==> config.mk <==
export PLATFORM = sky130hd
export DESIGN_NAME = pinned_page_buffer_pool_lru_unit
export DESIGN_NICKNAME = d
export VERILOG_FILES = /design/src/rtl/ppbl_pkg.sv /design/src/rtl/pinned_page_buffer_pool_lru_unit.sv /design/src/rtl/ppbl_cell.sv
export SDC_FILE = /design/constraint.sdc
export NUM_CORES = 2
export LEC_CHECK = 0
export ABC_AREA = 0
export BUFFER_PORTS_ARGS = -buffer_cell sky130_fd_sc_hd__buf_2
export CAP_MARGIN = 10
export CORE_UTILIZATION = 50
export DETAILED_ROUTE_END_ITERATION = 12
export PLACE_DENSITY = 0.66
export SETUP_SLACK_MARGIN = 0.2
export SLEW_MARGIN = 15
export SYNTH_ARGS = -nofsm -noshare
export SYNTH_HDL_FRONTEND = slang
export SYNTH_HIERARCHICAL = 1
export SYNTH_SLANG_ARGS = --single-unit
==> constraint.sdc <==
create_clock -name clk -period 11.9 [get_ports clk]
set_input_delay 0.595 -clock clk [delete_from_list [all_inputs] [get_ports clk]]
set_output_delay 0.595 -clock clk [all_outputs]
set_load 0.02 [all_outputs]
==> src/rtl/ppbl_pkg.sv <==
package ppbl_pkg;

  localparam int NUM_SLOTS_DEF = 16;
  localparam int ID_BITS_DEF   = 32;
  localparam int PIN_BITS_DEF  = 8;

  localparam logic [4:0] SLOT_LIMIT_RST = 5'd16;

  typedef enum logic [2:0] {
    MODE_FETCH    = 3'd0,
    MODE_NEW      = 3'd1,
    MODE_UNPIN    = 3'd2,
    MODE_PREFETCH = 3'd3,
    MODE_FLUSH    = 3'd4
  } ppbl_mode_t;

  typedef enum logic [2:0] {
    ST_HIT        = 3'd0,
    ST_MISS       = 3'd1,
    ST_NO_VICTIM  = 3'd2,
    ST_PIN_OVF    = 3'd3,
    ST_BAD_UNPIN  = 3'd4,
    ST_CACHED     = 3'd5
  } ppbl_status_t;

  typedef enum logic [1:0] {
    KIND_NONE  = 2'd0,
    KIND_READ  = 2'd1,
    KIND_WRITE = 2'd2
  } ppbl_kind_t;

  // rank update that every unselected evictable cell applies
  typedef enum logic [1:0] {
    UPD_NONE,
    UPD_DROP,
    UPD_ADD
  } ppbl_upd_t;

  typedef struct packed {
    ppbl_upd_t op;
    logic      load_page;
    logic      new_ev;
  } ppbl_ctl_t;

  typedef struct packed {
    logic valid;
    logic hit;
    logic victim;
    logic free;
    logic ev;
  } ppbl_stat_t;

endpackage

==> src/rtl/pinned_page_buffer_pool_lru_unit.sv <==
// an accepted input beat passes S_LOOK, then S_APPLY, which waits on out_ready
//   to register its result beat; a new item is accepted only back in S_IDLE,
//   set by the single broadcast compare and update over the slot cells
// each item in modes 0 to 4 gives one result beat; modes 5 to 7 give none
// reset (rst_n low, synchronous): all slots empty, unpinned, slot_limit 16
module pinned_page_buffer_pool_lru_unit #(
  parameter int NUM_SLOTS = ppbl_pkg::NUM_SLOTS_DEF,
  parameter int ID_BITS   = ppbl_pkg::ID_BITS_DEF,
  parameter int PIN_BITS  = ppbl_pkg::PIN_BITS_DEF
) (
  input  logic        clk,
  input  logic        rst_n,
  input  logic        cfg_we,
  input  logic [4:0]  cfg_wdata,
  input  logic        in_valid,
  output logic        in_ready,
  input  logic [2:0]  in_mode,
  input  logic [31:0] in_page_id,
  input  logic [3:0]  in_slot,
  input  logic        in_dirty,
  output logic        out_valid,
  input  logic        out_ready,
  output logic [3:0]  out_result_slot,
  output logic [31:0] out_request_page,
  output logic [1:0]  out_request_kind,
  output logic [2:0]  out_status,
  output logic        out_last
);

  localparam int RW = $clog2(NUM_SLOTS);
  localparam int CW = $clog2(NUM_SLOTS + 1);
  localparam int IW = (RW > 4) ? RW : 4;
  localparam logic [PIN_BITS-1:0] PIN_MAX = '1;

  typedef enum logic [1:0] {S_IDLE, S_LOOK, S_APPLY} state_t;

  state_t              state_r;
  logic [4:0]          limit_r;
  logic [2:0]          mode_r;
  logic [ID_BITS-1:0]  id_r;
  logic [3:0]          sl_r;
  logic                dirty_r;
  logic [CW-1:0]       cnt_r, cnt_nxt;
  logic [CW-1:0]       ev_cnt_r, ev_cnt_nxt;

  logic                hit_any_r, vic_any_r, room_r, sl_ok_r;
  logic [RW-1:0]       hit_idx_r, vic_idx_r, free_idx_r, sl_idx_r;
  logic [PIN_BITS-1:0] rd_pin_r;
  logic [ID_BITS-1:0]  rd_page_r;
  logic [RW-1:0]       rd_rank_r;
  logic                rd_valid_r, rd_ev_r;

  logic                out_valid_r;
  logic [3:0]          o_slot_r;
  logic [31:0]         o_page_r;
  logic [1:0]          o_kind_r;
  logic [2:0]          o_status_r;

  ppbl_pkg::ppbl_stat_t stat_v [NUM_SLOTS];
  logic [PIN_BITS-1:0] pin_v  [NUM_SLOTS];
  logic [ID_BITS-1:0]  page_v [NUM_SLOTS];
  logic [RW-1:0]       rank_v [NUM_SLOTS];
  logic [NUM_SLOTS:0]  free_c;
  logic [NUM_SLOTS-1:0] hit_vec, vic_vec, ev_vec, sel_vec;

  ppbl_pkg::ppbl_ctl_t ctl;
  logic                sel_en;
  logic [RW-1:0]       sel_idx, ref_rank, vic_rank;
  logic [PIN_BITS-1:0] new_pin;
  logic                emit, go;
  logic [3:0]          e_slot;
  logic [31:0]         e_page;
  logic [1:0]          e_kind;
  logic [2:0]          e_status;

  logic [RW-1:0]       hit_idx, vic_idx, free_idx, rd_idx, sl_idx;
  logic                hit_any, vic_any;
  logic [IW-1:0]       sl_ext;

  assign free_c[0] = 1'b0;
  assign vic_rank  = RW'(ev_cnt_r - CW'(1));

  for (genvar g = 0; g < NUM_SLOTS; g++) begin : g_cell
    ppbl_cell #(
      .NUM_SLOTS (NUM_SLOTS),
      .ID_BITS   (ID_BITS),
      .PIN_BITS  (PIN_BITS)
    ) u_cell (
      .clk      (clk),
      .rst_n    (rst_n),
      .sel      (sel_vec[g]),
      .ctl      (ctl),
      .new_pin  (new_pin),
      .load_id  (id_r),
      .ref_rank (ref_rank),
      .vic_rank (vic_rank),
      .cmp_id   (id_r),
      .free_in  (free_c[g]),
      .free_out (free_c[g+1]),
      .stat     (stat_v[g]),
      .pin      (pin_v[g]),
      .page     (page_v[g]),
      .rank     (rank_v[g])
    );
    assign hit_vec[g] = stat_v[g].hit;
    assign vic_vec[g] = stat_v[g].victim;
    assign ev_vec[g]  = stat_v[g].ev;
    assign sel_vec[g] = sel_en && (sel_idx == RW'(g));
  end

  // lookup encode, one read port at the unpin slot or the hit slot
  always_comb begin
    hit_idx  = '0;
    vic_idx  = '0;
    free_idx = '0;
    for (int i = 0; i < NUM_SLOTS; i++) begin
      if (hit_vec[i]) hit_idx = hit_idx | RW'(i);
      if (vic_vec[i]) vic_idx = vic_idx | RW'(i);
      if (stat_v[i].free) free_idx = free_idx | RW'(i);
    end
    hit_any = |hit_vec;
    vic_any = |vic_vec;
    sl_ext  = IW'(sl_r);
    sl_idx  = sl_ext[RW-1:0];
    rd_idx  = (mode_r == ppbl_pkg::MODE_UNPIN) ? sl_idx : hit_idx;
  end

  assign go = (state_r == S_APPLY) && (!out_valid_r || out_ready);

  always_comb begin
    sel_en     = 1'b0;
    sel_idx    = '0;
    ctl.op     = ppbl_pkg::UPD_NONE;
    ctl.load_page = 1'b0;
    ctl.new_ev = 1'b0;
    new_pin    = '0;
    ref_rank   = rd_rank_r;
    emit       = 1'b1;
    e_slot     = 4'(hit_idx_r);
    e_page     = 32'(id_r);
    e_kind     = ppbl_pkg::KIND_NONE;
    e_status   = ppbl_pkg::ST_HIT;
    cnt_nxt    = cnt_r;
    ev_cnt_nxt = ev_cnt_r;
    case (mode_r)
      ppbl_pkg::MODE_FETCH, ppbl_pkg::MODE_NEW, ppbl_pkg::MODE_PREFETCH: begin
        if (hit_any_r) begin
          if (mode_r != ppbl_pkg::MODE_FETCH) begin
            e_status = ppbl_pkg::ST_CACHED;
          end else if (rd_pin_r == PIN_MAX) begin
            e_status = ppbl_pkg::ST_PIN_OVF;
          end else begin
            sel_en  = 1'b1;
            sel_idx = hit_idx_r;
            new_pin = rd_pin_r + PIN_BITS'(1);
            if (rd_ev_r) begin
              ctl.op     = ppbl_pkg::UPD_DROP;
              ev_cnt_nxt = ev_cnt_r - CW'(1);
            end
          end
        end else if (!room_r && !vic_any_r) begin
          e_slot   = '0;
          e_status = ppbl_pkg::ST_NO_VICTIM;
        end else begin
          sel_en        = 1'b1;
          ctl.load_page = 1'b1;
          e_status      = ppbl_pkg::ST_MISS;
          if (room_r) begin
            sel_idx = free_idx_r;
            cnt_nxt = cnt_r + CW'(1);
          end else begin
            sel_idx    = vic_idx_r;
            ev_cnt_nxt = ev_cnt_r - CW'(1);
          end
          e_slot = 4'(sel_idx);
          case (mode_r)
            ppbl_pkg::MODE_FETCH: begin
              new_pin = PIN_BITS'(1);
              e_kind  = ppbl_pkg::KIND_READ;
            end
            ppbl_pkg::MODE_NEW: begin
              new_pin = PIN_BITS'(1);
            end
            default: begin
              ctl.op     = ppbl_pkg::UPD_ADD;
              ctl.new_ev = 1'b1;
              e_kind     = ppbl_pkg::KIND_READ;
              if (room_r) begin
                ev_cnt_nxt = ev_cnt_r + CW'(1);
              end else begin
                ev_cnt_nxt = ev_cnt_r;
              end
            end
          endcase
        end
      end
      ppbl_pkg::MODE_UNPIN: begin
        e_slot = sl_r;
        if (!sl_ok_r || !rd_valid_r || rd_pin_r == '0) begin
          e_status = ppbl_pkg::ST_BAD_UNPIN;
        end else begin
          sel_en  = 1'b1;
          sel_idx = sl_idx_r;
          new_pin = rd_pin_r - PIN_BITS'(1);
          e_page  = 32'(rd_page_r);
          e_kind  = dirty_r ? ppbl_pkg::KIND_WRITE : ppbl_pkg::KIND_NONE;
          if (rd_pin_r == PIN_BITS'(1)) begin
            ctl.op     = ppbl_pkg::UPD_ADD;
            ctl.new_ev = 1'b1;
            ev_cnt_nxt = ev_cnt_r + CW'(1);
          end
        end
      end
      ppbl_pkg::MODE_FLUSH: begin
        e_slot = '0;
        e_page = '0;
      end
      default: emit = 1'b0;
    endcase
    if (!go) begin
      sel_en = 1'b0;
      ctl.op = ppbl_pkg::UPD_NONE;
    end
  end

  always_ff @(posedge clk) begin
    if (!rst_n) begin
      state_r     <= S_IDLE;
      limit_r     <= ppbl_pkg::SLOT_LIMIT_RST;
      cnt_r       <= '0;
      ev_cnt_r    <= '0;
      out_valid_r <= 1'b0;
    end else begin
      if (cfg_we) begin
        limit_r <= cfg_wdata;
      end
      if (go && emit) begin
        out_valid_r <= 1'b1;
      end else if (out_ready) begin
        out_valid_r <= 1'b0;
      end
      case (state_r)
        S_IDLE: begin
          if (in_valid) begin
            state_r <= S_LOOK;
          end
        end
        S_LOOK: state_r <= S_APPLY;
        S_APPLY: begin
          if (go) begin
            state_r  <= S_IDLE;
            cnt_r    <= cnt_nxt;
            ev_cnt_r <= ev_cnt_nxt;
            if (emit) begin
              o_slot_r   <= e_slot;
              o_page_r   <= e_page;
              o_kind_r   <= e_kind;
              o_status_r <= e_status;
            end
          end
        end
        default: state_r <= S_IDLE;
      endcase
    end
  end

  always_ff @(posedge clk) begin
    if (in_valid && in_ready) begin
      mode_r  <= in_mode;
      id_r    <= ID_BITS'(in_page_id);
      sl_r    <= in_slot;
      dirty_r <= in_dirty;
    end
    if (state_r == S_LOOK) begin
      hit_any_r  <= hit_any;
      vic_any_r  <= vic_any;
      hit_idx_r  <= hit_idx;
      vic_idx_r  <= vic_idx;
      free_idx_r <= free_idx;
      sl_idx_r   <= sl_idx;
      sl_ok_r    <= 32'(sl_r) < NUM_SLOTS;
      room_r     <= (32'(cnt_r) < 32'(limit_r)) && (32'(cnt_r) < NUM_SLOTS);
      rd_pin_r   <= pin_v[rd_idx];
      rd_page_r  <= page_v[rd_idx];
      rd_rank_r  <= rank_v[rd_idx];
      rd_valid_r <= stat_v[rd_idx].valid;
      rd_ev_r    <= stat_v[rd_idx].ev;
    end
  end

  assign in_ready         = (state_r == S_IDLE);
  assign out_valid        = out_valid_r;
  assign out_result_slot  = o_slot_r;
  assign out_request_page = o_page_r;
  assign out_request_kind = o_kind_r;
  assign out_status       = o_status_r;
  assign out_last         = 1'b1;

  a_ev_count: assert property (@(posedge clk) disable iff (!rst_n)
    32'(ev_cnt_r) == $countones(ev_vec))
    else $error("evictable count out of step with cells");

  a_ev_le_used: assert property (@(posedge clk) disable iff (!rst_n)
    ev_cnt_r <= cnt_r)
    else $error("more evictable than filled slots");

  a_one_victim: assert property (@(posedge clk) disable iff (!rst_n)
    $onehot0(vic_vec))
    else $error("lru ranks not distinct");

  a_one_hit: assert property (@(posedge clk) disable iff (!rst_n)
    $onehot0(hit_vec))
    else $error("page cached in two slots");

endmodule

==> src/rtl/ppbl_cell.sv <==
module ppbl_cell #(
  parameter int NUM_SLOTS = ppbl_pkg::NUM_SLOTS_DEF,
  parameter int ID_BITS   = ppbl_pkg::ID_BITS_DEF,
  parameter int PIN_BITS  = ppbl_pkg::PIN_BITS_DEF,
  localparam int RW = $clog2(NUM_SLOTS)
) (
  input  logic                clk,
  input  logic                rst_n,
  input  logic                sel,
  input  ppbl_pkg::ppbl_ctl_t ctl,
  input  logic [PIN_BITS-1:0] new_pin,
  input  logic [ID_BITS-1:0]  load_id,
  input  logic [RW-1:0]       ref_rank,
  input  logic [RW-1:0]       vic_rank,
  input  logic [ID_BITS-1:0]  cmp_id,
  input  logic                free_in,
  output logic                free_out,
  output ppbl_pkg::ppbl_stat_t stat,
  output logic [PIN_BITS-1:0] pin,
  output logic [ID_BITS-1:0]  page,
  output logic [RW-1:0]       rank
);

  logic                valid_r, valid_nxt;
  logic [ID_BITS-1:0]  page_r, page_nxt;
  logic [PIN_BITS-1:0] pin_r, pin_nxt;
  logic                ev_r, ev_nxt;
  logic [RW-1:0]       rank_r, rank_nxt;

  always_comb begin
    valid_nxt = valid_r;
    page_nxt  = page_r;
    pin_nxt   = pin_r;
    ev_nxt    = ev_r;
    rank_nxt  = rank_r;
    if (sel) begin
      valid_nxt = 1'b1;
      if (ctl.load_page) begin
        page_nxt = load_id;
      end
      pin_nxt  = new_pin;
      ev_nxt   = ctl.new_ev;
      rank_nxt = '0;
    end else if (ev_r) begin
      case (ctl.op)
        ppbl_pkg::UPD_DROP: begin
          if (rank_r > ref_rank) begin
            rank_nxt = rank_r - RW'(1);
          end
        end
        ppbl_pkg::UPD_ADD: rank_nxt = rank_r + RW'(1);
        default: rank_nxt = rank_r;
      endcase
    end
  end

  always_ff @(posedge clk) begin
    if (!rst_n) begin
      valid_r <= 1'b0;
      pin_r   <= '0;
      ev_r    <= 1'b0;
      rank_r  <= '0;
    end else begin
      valid_r <= valid_nxt;
      pin_r   <= pin_nxt;
      ev_r    <= ev_nxt;
      rank_r  <= rank_nxt;
    end
    page_r <= page_nxt;
  end

  assign free_out    = free_in | ~valid_r;
  assign stat.valid  = valid_r;
  assign stat.hit    = valid_r && (page_r == cmp_id);
  assign stat.victim = ev_r && (rank_r == vic_rank);
  assign stat.free   = ~valid_r & ~free_in;
  assign stat.ev     = ev_r;
  assign pin         = pin_r;
  assign page        = page_r;
  assign rank        = rank_r;

endmodule
== After elaboration in Yosys (flattened, before gate mapping) ==
Cells that the tools add are included.
Widths: inputs -> output; s select.

* $add $sub $neg: 37
* Multiply operators: 0
* Div/mod/pow operators: 0
* Order comparisons: 19
* Equality and inequality tests: 83
* Shift operators: 0
* Mux-type cells: 156
* Bitwise gates (word level): 63
* Reductions and logical operators: 130

{| class="wikitable"
|+ Operators with widths
! cell !! number
|-
| $eq 32x32->1 || 16
|-
| $mux 4 || 47
|-
| $pmux 4 s2 || 17
|-
| $bmux 32 s4 || 1
|-
| $mux 32 || 3
|-
| $add 4x1->4 const B || 16
|-
| $eq 4x4->1 || 16
|-
| $gt 4x4->1 || 16
|-
| $pmux 32 s2 || 1
|-
| $sub 4x1->4 const B || 16
|-
| $mux 5 || 12
|-
| $logic_and 1x1->1 || 53
|-
| $mux 8 || 6
|-
| $reduce_and 3->1 || 16
|-
| $mux 3 || 15
|-
| $reduce_or 2->1 || 19
|-
| $mux 2 || 18
|-
| $ne 2x1->1 const B || 17
|-
| $reduce_and 2->1 || 17
|-
| $not 1->1 || 33
|-
| $bmux 8 s4 || 1
|-
| $eq 4x4->1 const B || 8
|-
| $reduce_or 16->1 || 2
|-
| $mux 1 || 24
|-
| 47 further kinds || 98
|}

* Register bits after elaboration: 900
* Latch bits: 0
* RAM bits: 0
* Bits in read-only memories: 0
* Output and inout port bits: 44
* Word-level logic and storage cells: 599
* Memories kept: 0

== Logic depth before layout (Yosys ltp) ==
* Depth in word-level cells: 22
* Gate-level depth with buffers: 18
* Mapped depth without buffers: 18

== Modules after synthesis ==
The synthesis kept the hierarchy.

{| class="wikitable"
|+ Modules (own cells, without submodules)
! module !! instances !! cells each !! area each (µm²) !! sequential area each (µm²)
|-
| ppbl_cell (g_cell[0].u_cell ...) || 15 || 165 || 2159.6 || 1241.2
|-
| pinned_page_buffer_pool_lru_unit || 1 || 1659 || 13284.0 || 4724.5
|-
| ppbl_cell (g_cell[1].u_cell) || 1 || 166 || 2158.3 || 1241.2
|}

== Worst setup path after synthesis ==
Ideal clock, no wire load.

* Kind: register to register
* Start: register mode_r[0]
* End: register g_cell[0].u_cell.rank_r[1]
* Data arrival time: 5.695 ns
* Required time: 11.780 ns
* Setup slack: 6.085 ns
* Stages on the path, launching flop included: 12
* Buffers on the path: 1
* Clock period less this slack: 5.815 ns
* Path through: edfxtp_1 buf_6 or4b_1 nor4_1 a21oi_1 nor2_1 nand2b_1 fa_1 nand2_1 o21ai_0 a22o_1 o31a_1

{| class="wikitable"
|+ RTL lines
! what !! line !! RTL
|-
| start, declared || pinned_page_buffer_pool_lru_unit.sv:39 || <nowiki>logic [2:0] mode_r;</nowiki>
|-
| start signal, assigned || pinned_page_buffer_pool_lru_unit.sv:269 || <nowiki>mode_r <= in_mode;</nowiki>
|-
| end signal, assigned || ppbl_cell.sv:67 || <nowiki>rank_r <= rank_nxt;</nowiki>
|-
| end, declared || ppbl_cell.sv:28 || <nowiki>logic [RW-1:0] rank_r, rank_nxt;</nowiki>
|}

== Worst setup path in the final report ==
* Start: register id_r[11]
* End: register rd_page_r[28], data pin

{| class="wikitable"
|+ RTL lines
! what !! line !! RTL
|-
| start, declared || pinned_page_buffer_pool_lru_unit.sv:40 || <nowiki>logic [ID_BITS-1:0] id_r;</nowiki>
|-
| start signal, assigned || pinned_page_buffer_pool_lru_unit.sv:270 || <nowiki>id_r <= ID_BITS'(in_page_id);</nowiki>
|-
| $eq 32x32->1 || ppbl_cell.sv:74 || <nowiki>assign stat.hit = valid_r && (page_r == cmp_id);</nowiki>
|-
| $logic_and 1x1->1 || ppbl_cell.sv:74 ||
|-
| named net hit_vec[13] || pinned_page_buffer_pool_lru_unit.sv:64 || <nowiki>logic [NUM_SLOTS-1:0] hit_vec, vic_vec, ev_vec, sel_vec;</nowiki>
|-
| $mux 4 (3 in series) || pinned_page_buffer_pool_lru_unit.sv:117 || <nowiki>if (hit_vec[i]) hit_idx = hit_idx | RW'(i);</nowiki>
|-
| $mux 4 || pinned_page_buffer_pool_lru_unit.sv:125 || <nowiki>rd_idx = (mode_r == ppbl_pkg::MODE_UNPIN) ? sl_idx : hit_idx;</nowiki>
|-
| $not 4->5 (not written as such) || pinned_page_buffer_pool_lru_unit.sv:284 || <nowiki>rd_page_r <= page_v[rd_idx];</nowiki>
|-
| $bmux 32 s4 || pinned_page_buffer_pool_lru_unit.sv:284 ||
|-
| $mux 32 (not written as such) (2 in series) || pinned_page_buffer_pool_lru_unit.sv:284 ||
|-
| end signal, assigned || pinned_page_buffer_pool_lru_unit.sv:284 ||
|-
| end, declared || pinned_page_buffer_pool_lru_unit.sv:49 || <nowiki>logic [ID_BITS-1:0] rd_page_r;</nowiki>
|}

The timed path passes the listed nets, and every way through them passes these cells. The select of a mux whose other input is x is not followed.
A chain may end at the register's enable or synchronous reset.

==> flow_summary.json <==
{
  "outcome": "finished clean",
  "syn_inst": 4298,
  "port-buffer-count": 92,
  "cpMostUsedCell": "buf_4",
  "die_h_um": 311,
  "register_area_um2": 24600,
  "max_freq_mhz": 173,
  "htreeDepth": 3,
  "crit_path_top_delay_cell": "nor4_1",
  "syn_to_final_growth_pct": 10.1,
  "ctsHoldBuffers": 0,
  "antenna_found_initial": 5,
  "gr-usage-all-layers_pct": 29.1,
  "clk_latency_ns": 0.67,
  "ir_drop_mv": 0.120,
  "synth.avg_cell_area_um2": 11.1,
  "fin_util_pct": 55.5,
  "hold_viol_final": 0,
  "p_leak_nw": 18.4,
  "hp-class": "in2reg",
  "power_density_nw_per_um2": 130,
  "tightestPinTransition_ns": 1.28,
  "drt_first_iter_violations": 4229,
  "pwr-share-clk_pct": 42.8,
  "p_comb_share_pct": 7.5,
  "dpl.hpwl_mm": 93.1,
  "cap_violations": 0,
  "worstSetupPathType": "reg2reg",
  "post-route-period-util_pct": 48.5,
  "layout_min_cycle_time_ns": 5.78,
  "cts_buffer_depth": 3,
  "grt_max_degree": 96,
  "vias_per_cell": 6.12,
  "p_seq_share_pct": 49.7,
  "n_antenna_cell": 0,
  "wl_per_cell_um": 25.1,
  "final_layout_size_suffix_gt1_share_pct": 9.11,
  "switchingPower_w": 0.00165,
  "max_stage_delay_ns": 0.87,
  "postCtsSetupBuffers": 0,
  "grt_pass1_vias": 33600,
  "netlist_area_um2": 47800,
  "drc_errors": 0,
  "grt_pass1_wl_mm": 214,
  "antenna_left": 0,
  "cp-start-kind": "flop",
  "io_pins": 94,
  "cts_buffers": 99,
  "initial_core_util_pct": 50.4,
  "synthesis.nets": 4470,
  "cp.arrival_ns": 6.21,
  "slew_violations": 0,
  "num-fill-cells": 8127,
  "cts_sinks": 899,
  "clockRootBuffer": "clkbuf_16",
  "die_x_um": 311,
  "cp-end-kind": "flop",
  "crit_path_max_fanout": 82,
  "rows": 113,
  "design.die.area_um2": 96900,
  "tritoncts": "built",
  "maxSlewHeadroom_pct": 14.5,
  "gp_congestion": 0.977,
  "yosysWarningCount": 6,
  "worstPathCellList": "buf_4 -> xnor2_1 -> nand4_1 -> nor4_1 -> nand4_1 -> nor4_1 -> or4_1 -> o31a_2 -> buf_4 -> buf_4 -> nand2_1 -> and3_1 -> o311ai_1",
  "ctsResizeCount": 0,
  "skew_ns": 0.0224,
  "switching_share_pct": 24.0,
  "cp.required_ns": 12.34,
  "wirelength_mm": 143,
  "setup-violations-final": 0,
  "dr.pass1.iters": 6,
  "path_clk_slew_ns": 0.06,
  "internal_power_w": 0.00521,
  "grt_overflow": 0,
  "rsz0062_at_grt": "no",
  "num-nets-final": 4548,
  "fp.coreArea_um2": 94900,
  "vias": 35000,
  "timing.setup.tns_ns": 0,
  "multi_input_area_um2": 21900
}
metrics by stage:
step | total power (W) | setup WS, ns | hold WS (ns) | cell area [um^2] | std cells
6_report | 0.00686 | 6.12 | 0.107 | 52700 | 5720
3_3_place_gp | 0.00398 | 6.30 | 0.495 | 49600 | 5540
4_1_cts | 0.00689 | 6.19 | 0.0713 | 52700 | 5720
3_5_place_dp | 0.00398 | 6.24 | 0.500 | 49600 | 5540
5_1_grt | 0.00704 | 6.02 | 0.0834 | 52700 | 5720
2_1_floorplan | 0.00382 | 6.08 | 0.436 | 47800 | 4298
metal layers:
layer | GRT usage (%) | vias up | wire [um]
met5 | 0 | - | 41
met2 | 45.0 | 1623 | 64600
met3 | 5.11 | 315 | 12100
met4 | 12.7 | 6 | 6420
li1 | - | 15800 | -
met1 | 40.2 | 17200 | 60200
worst max-delay path, delay by kind of cell, from the launching register on:
kind / cells / cell delay (ns)
simple gates: 7 / 2.61
buf+inv: 3 / 1.78
compound gates: 2 / 0.51
flops: 1 / 0.33
xor+xnor: 1 / 0.19
flip-flops by register name, indices dropped and copies added (netlist names), 5 cells and up:
register	cells
g_cell.u_cell/page	512
g_cell.u_cell/pin	128
g_cell.u_cell/rank	64
id_r	32
out_request_page	32
rd_page_r	32
g_cell.u_cell/ev_r	16
g_cell.u_cell/valid_r	16
rd_pin_r	8
cnt_r	5
limit_r	5
path summary, 6_finish.rpt:
path,startpoint,to,slack (ns),depth (start not counted)
max,id_r[11],rd_page_r[28],6.12,13
min,in_page_id[21],id_r[21],0.11,1
max reg2reg,id_r[11],rd_page_r[28],6.12,13
min reg2reg,g_cell[3].u_cell/pin[0],g_cell[3].u_cell/pin[0],0.51,2
cells in the final DEF (no fill, tap or decap), types with 16 or more instances in the layout:
master       n
nor2_1      58
o22ai_1     49
and2_2      17
a21o_1      35
nand2_1    599
ha_1       106
nor4_1      69
clkbuf_1    17
o21a_1      32
clkbuf_16  101
and3_1      61
or3_1       17
fa_1        16
a21oi_1    216
nand3_1     51
inv_1       96
buf_4      100
nor2b_1    171
nand4_1    133
o211a_1     19
clkinv_2    21
buf_2       91
mux2i_1    277
dfxtp_1    241
a32oi_1     93
o211ai_1    18
nor3_1      39
o311ai_1    44
clkinv_1    22
nor2b_4     16
a22o_1      51
edfxtp_1   658
xnor2_1    518
nand2b_1    56
xor2_1      82
o21ai_0     78
area by class of cell:
class	instances	area share [%]
clock inverter	60	0.789
clock buffer	120	4.97
inverter	97	0.691
tap	1265	3.00
multi-input combinational	3088	41.6
timing repair buffer	191	2.29
sequential	899	46.7
power by group through the flow:
stage | Sequential [W] | Clock [W] | Combinational [W]
final | 0.00341 | 0.00294 | 0.000514
after detailed placement | 0.00348 | 0 | 0.000504
after floorplan | 0.00352 | 0 | 0.000292
after global placement | 0.00348 | 0 | 0.000501
after global routing | 0.00341 | 0.00309 | 0.000546
after CTS | 0.00341 | 0.00297 | 0.000506
Power figures use the tool's default switching activity.
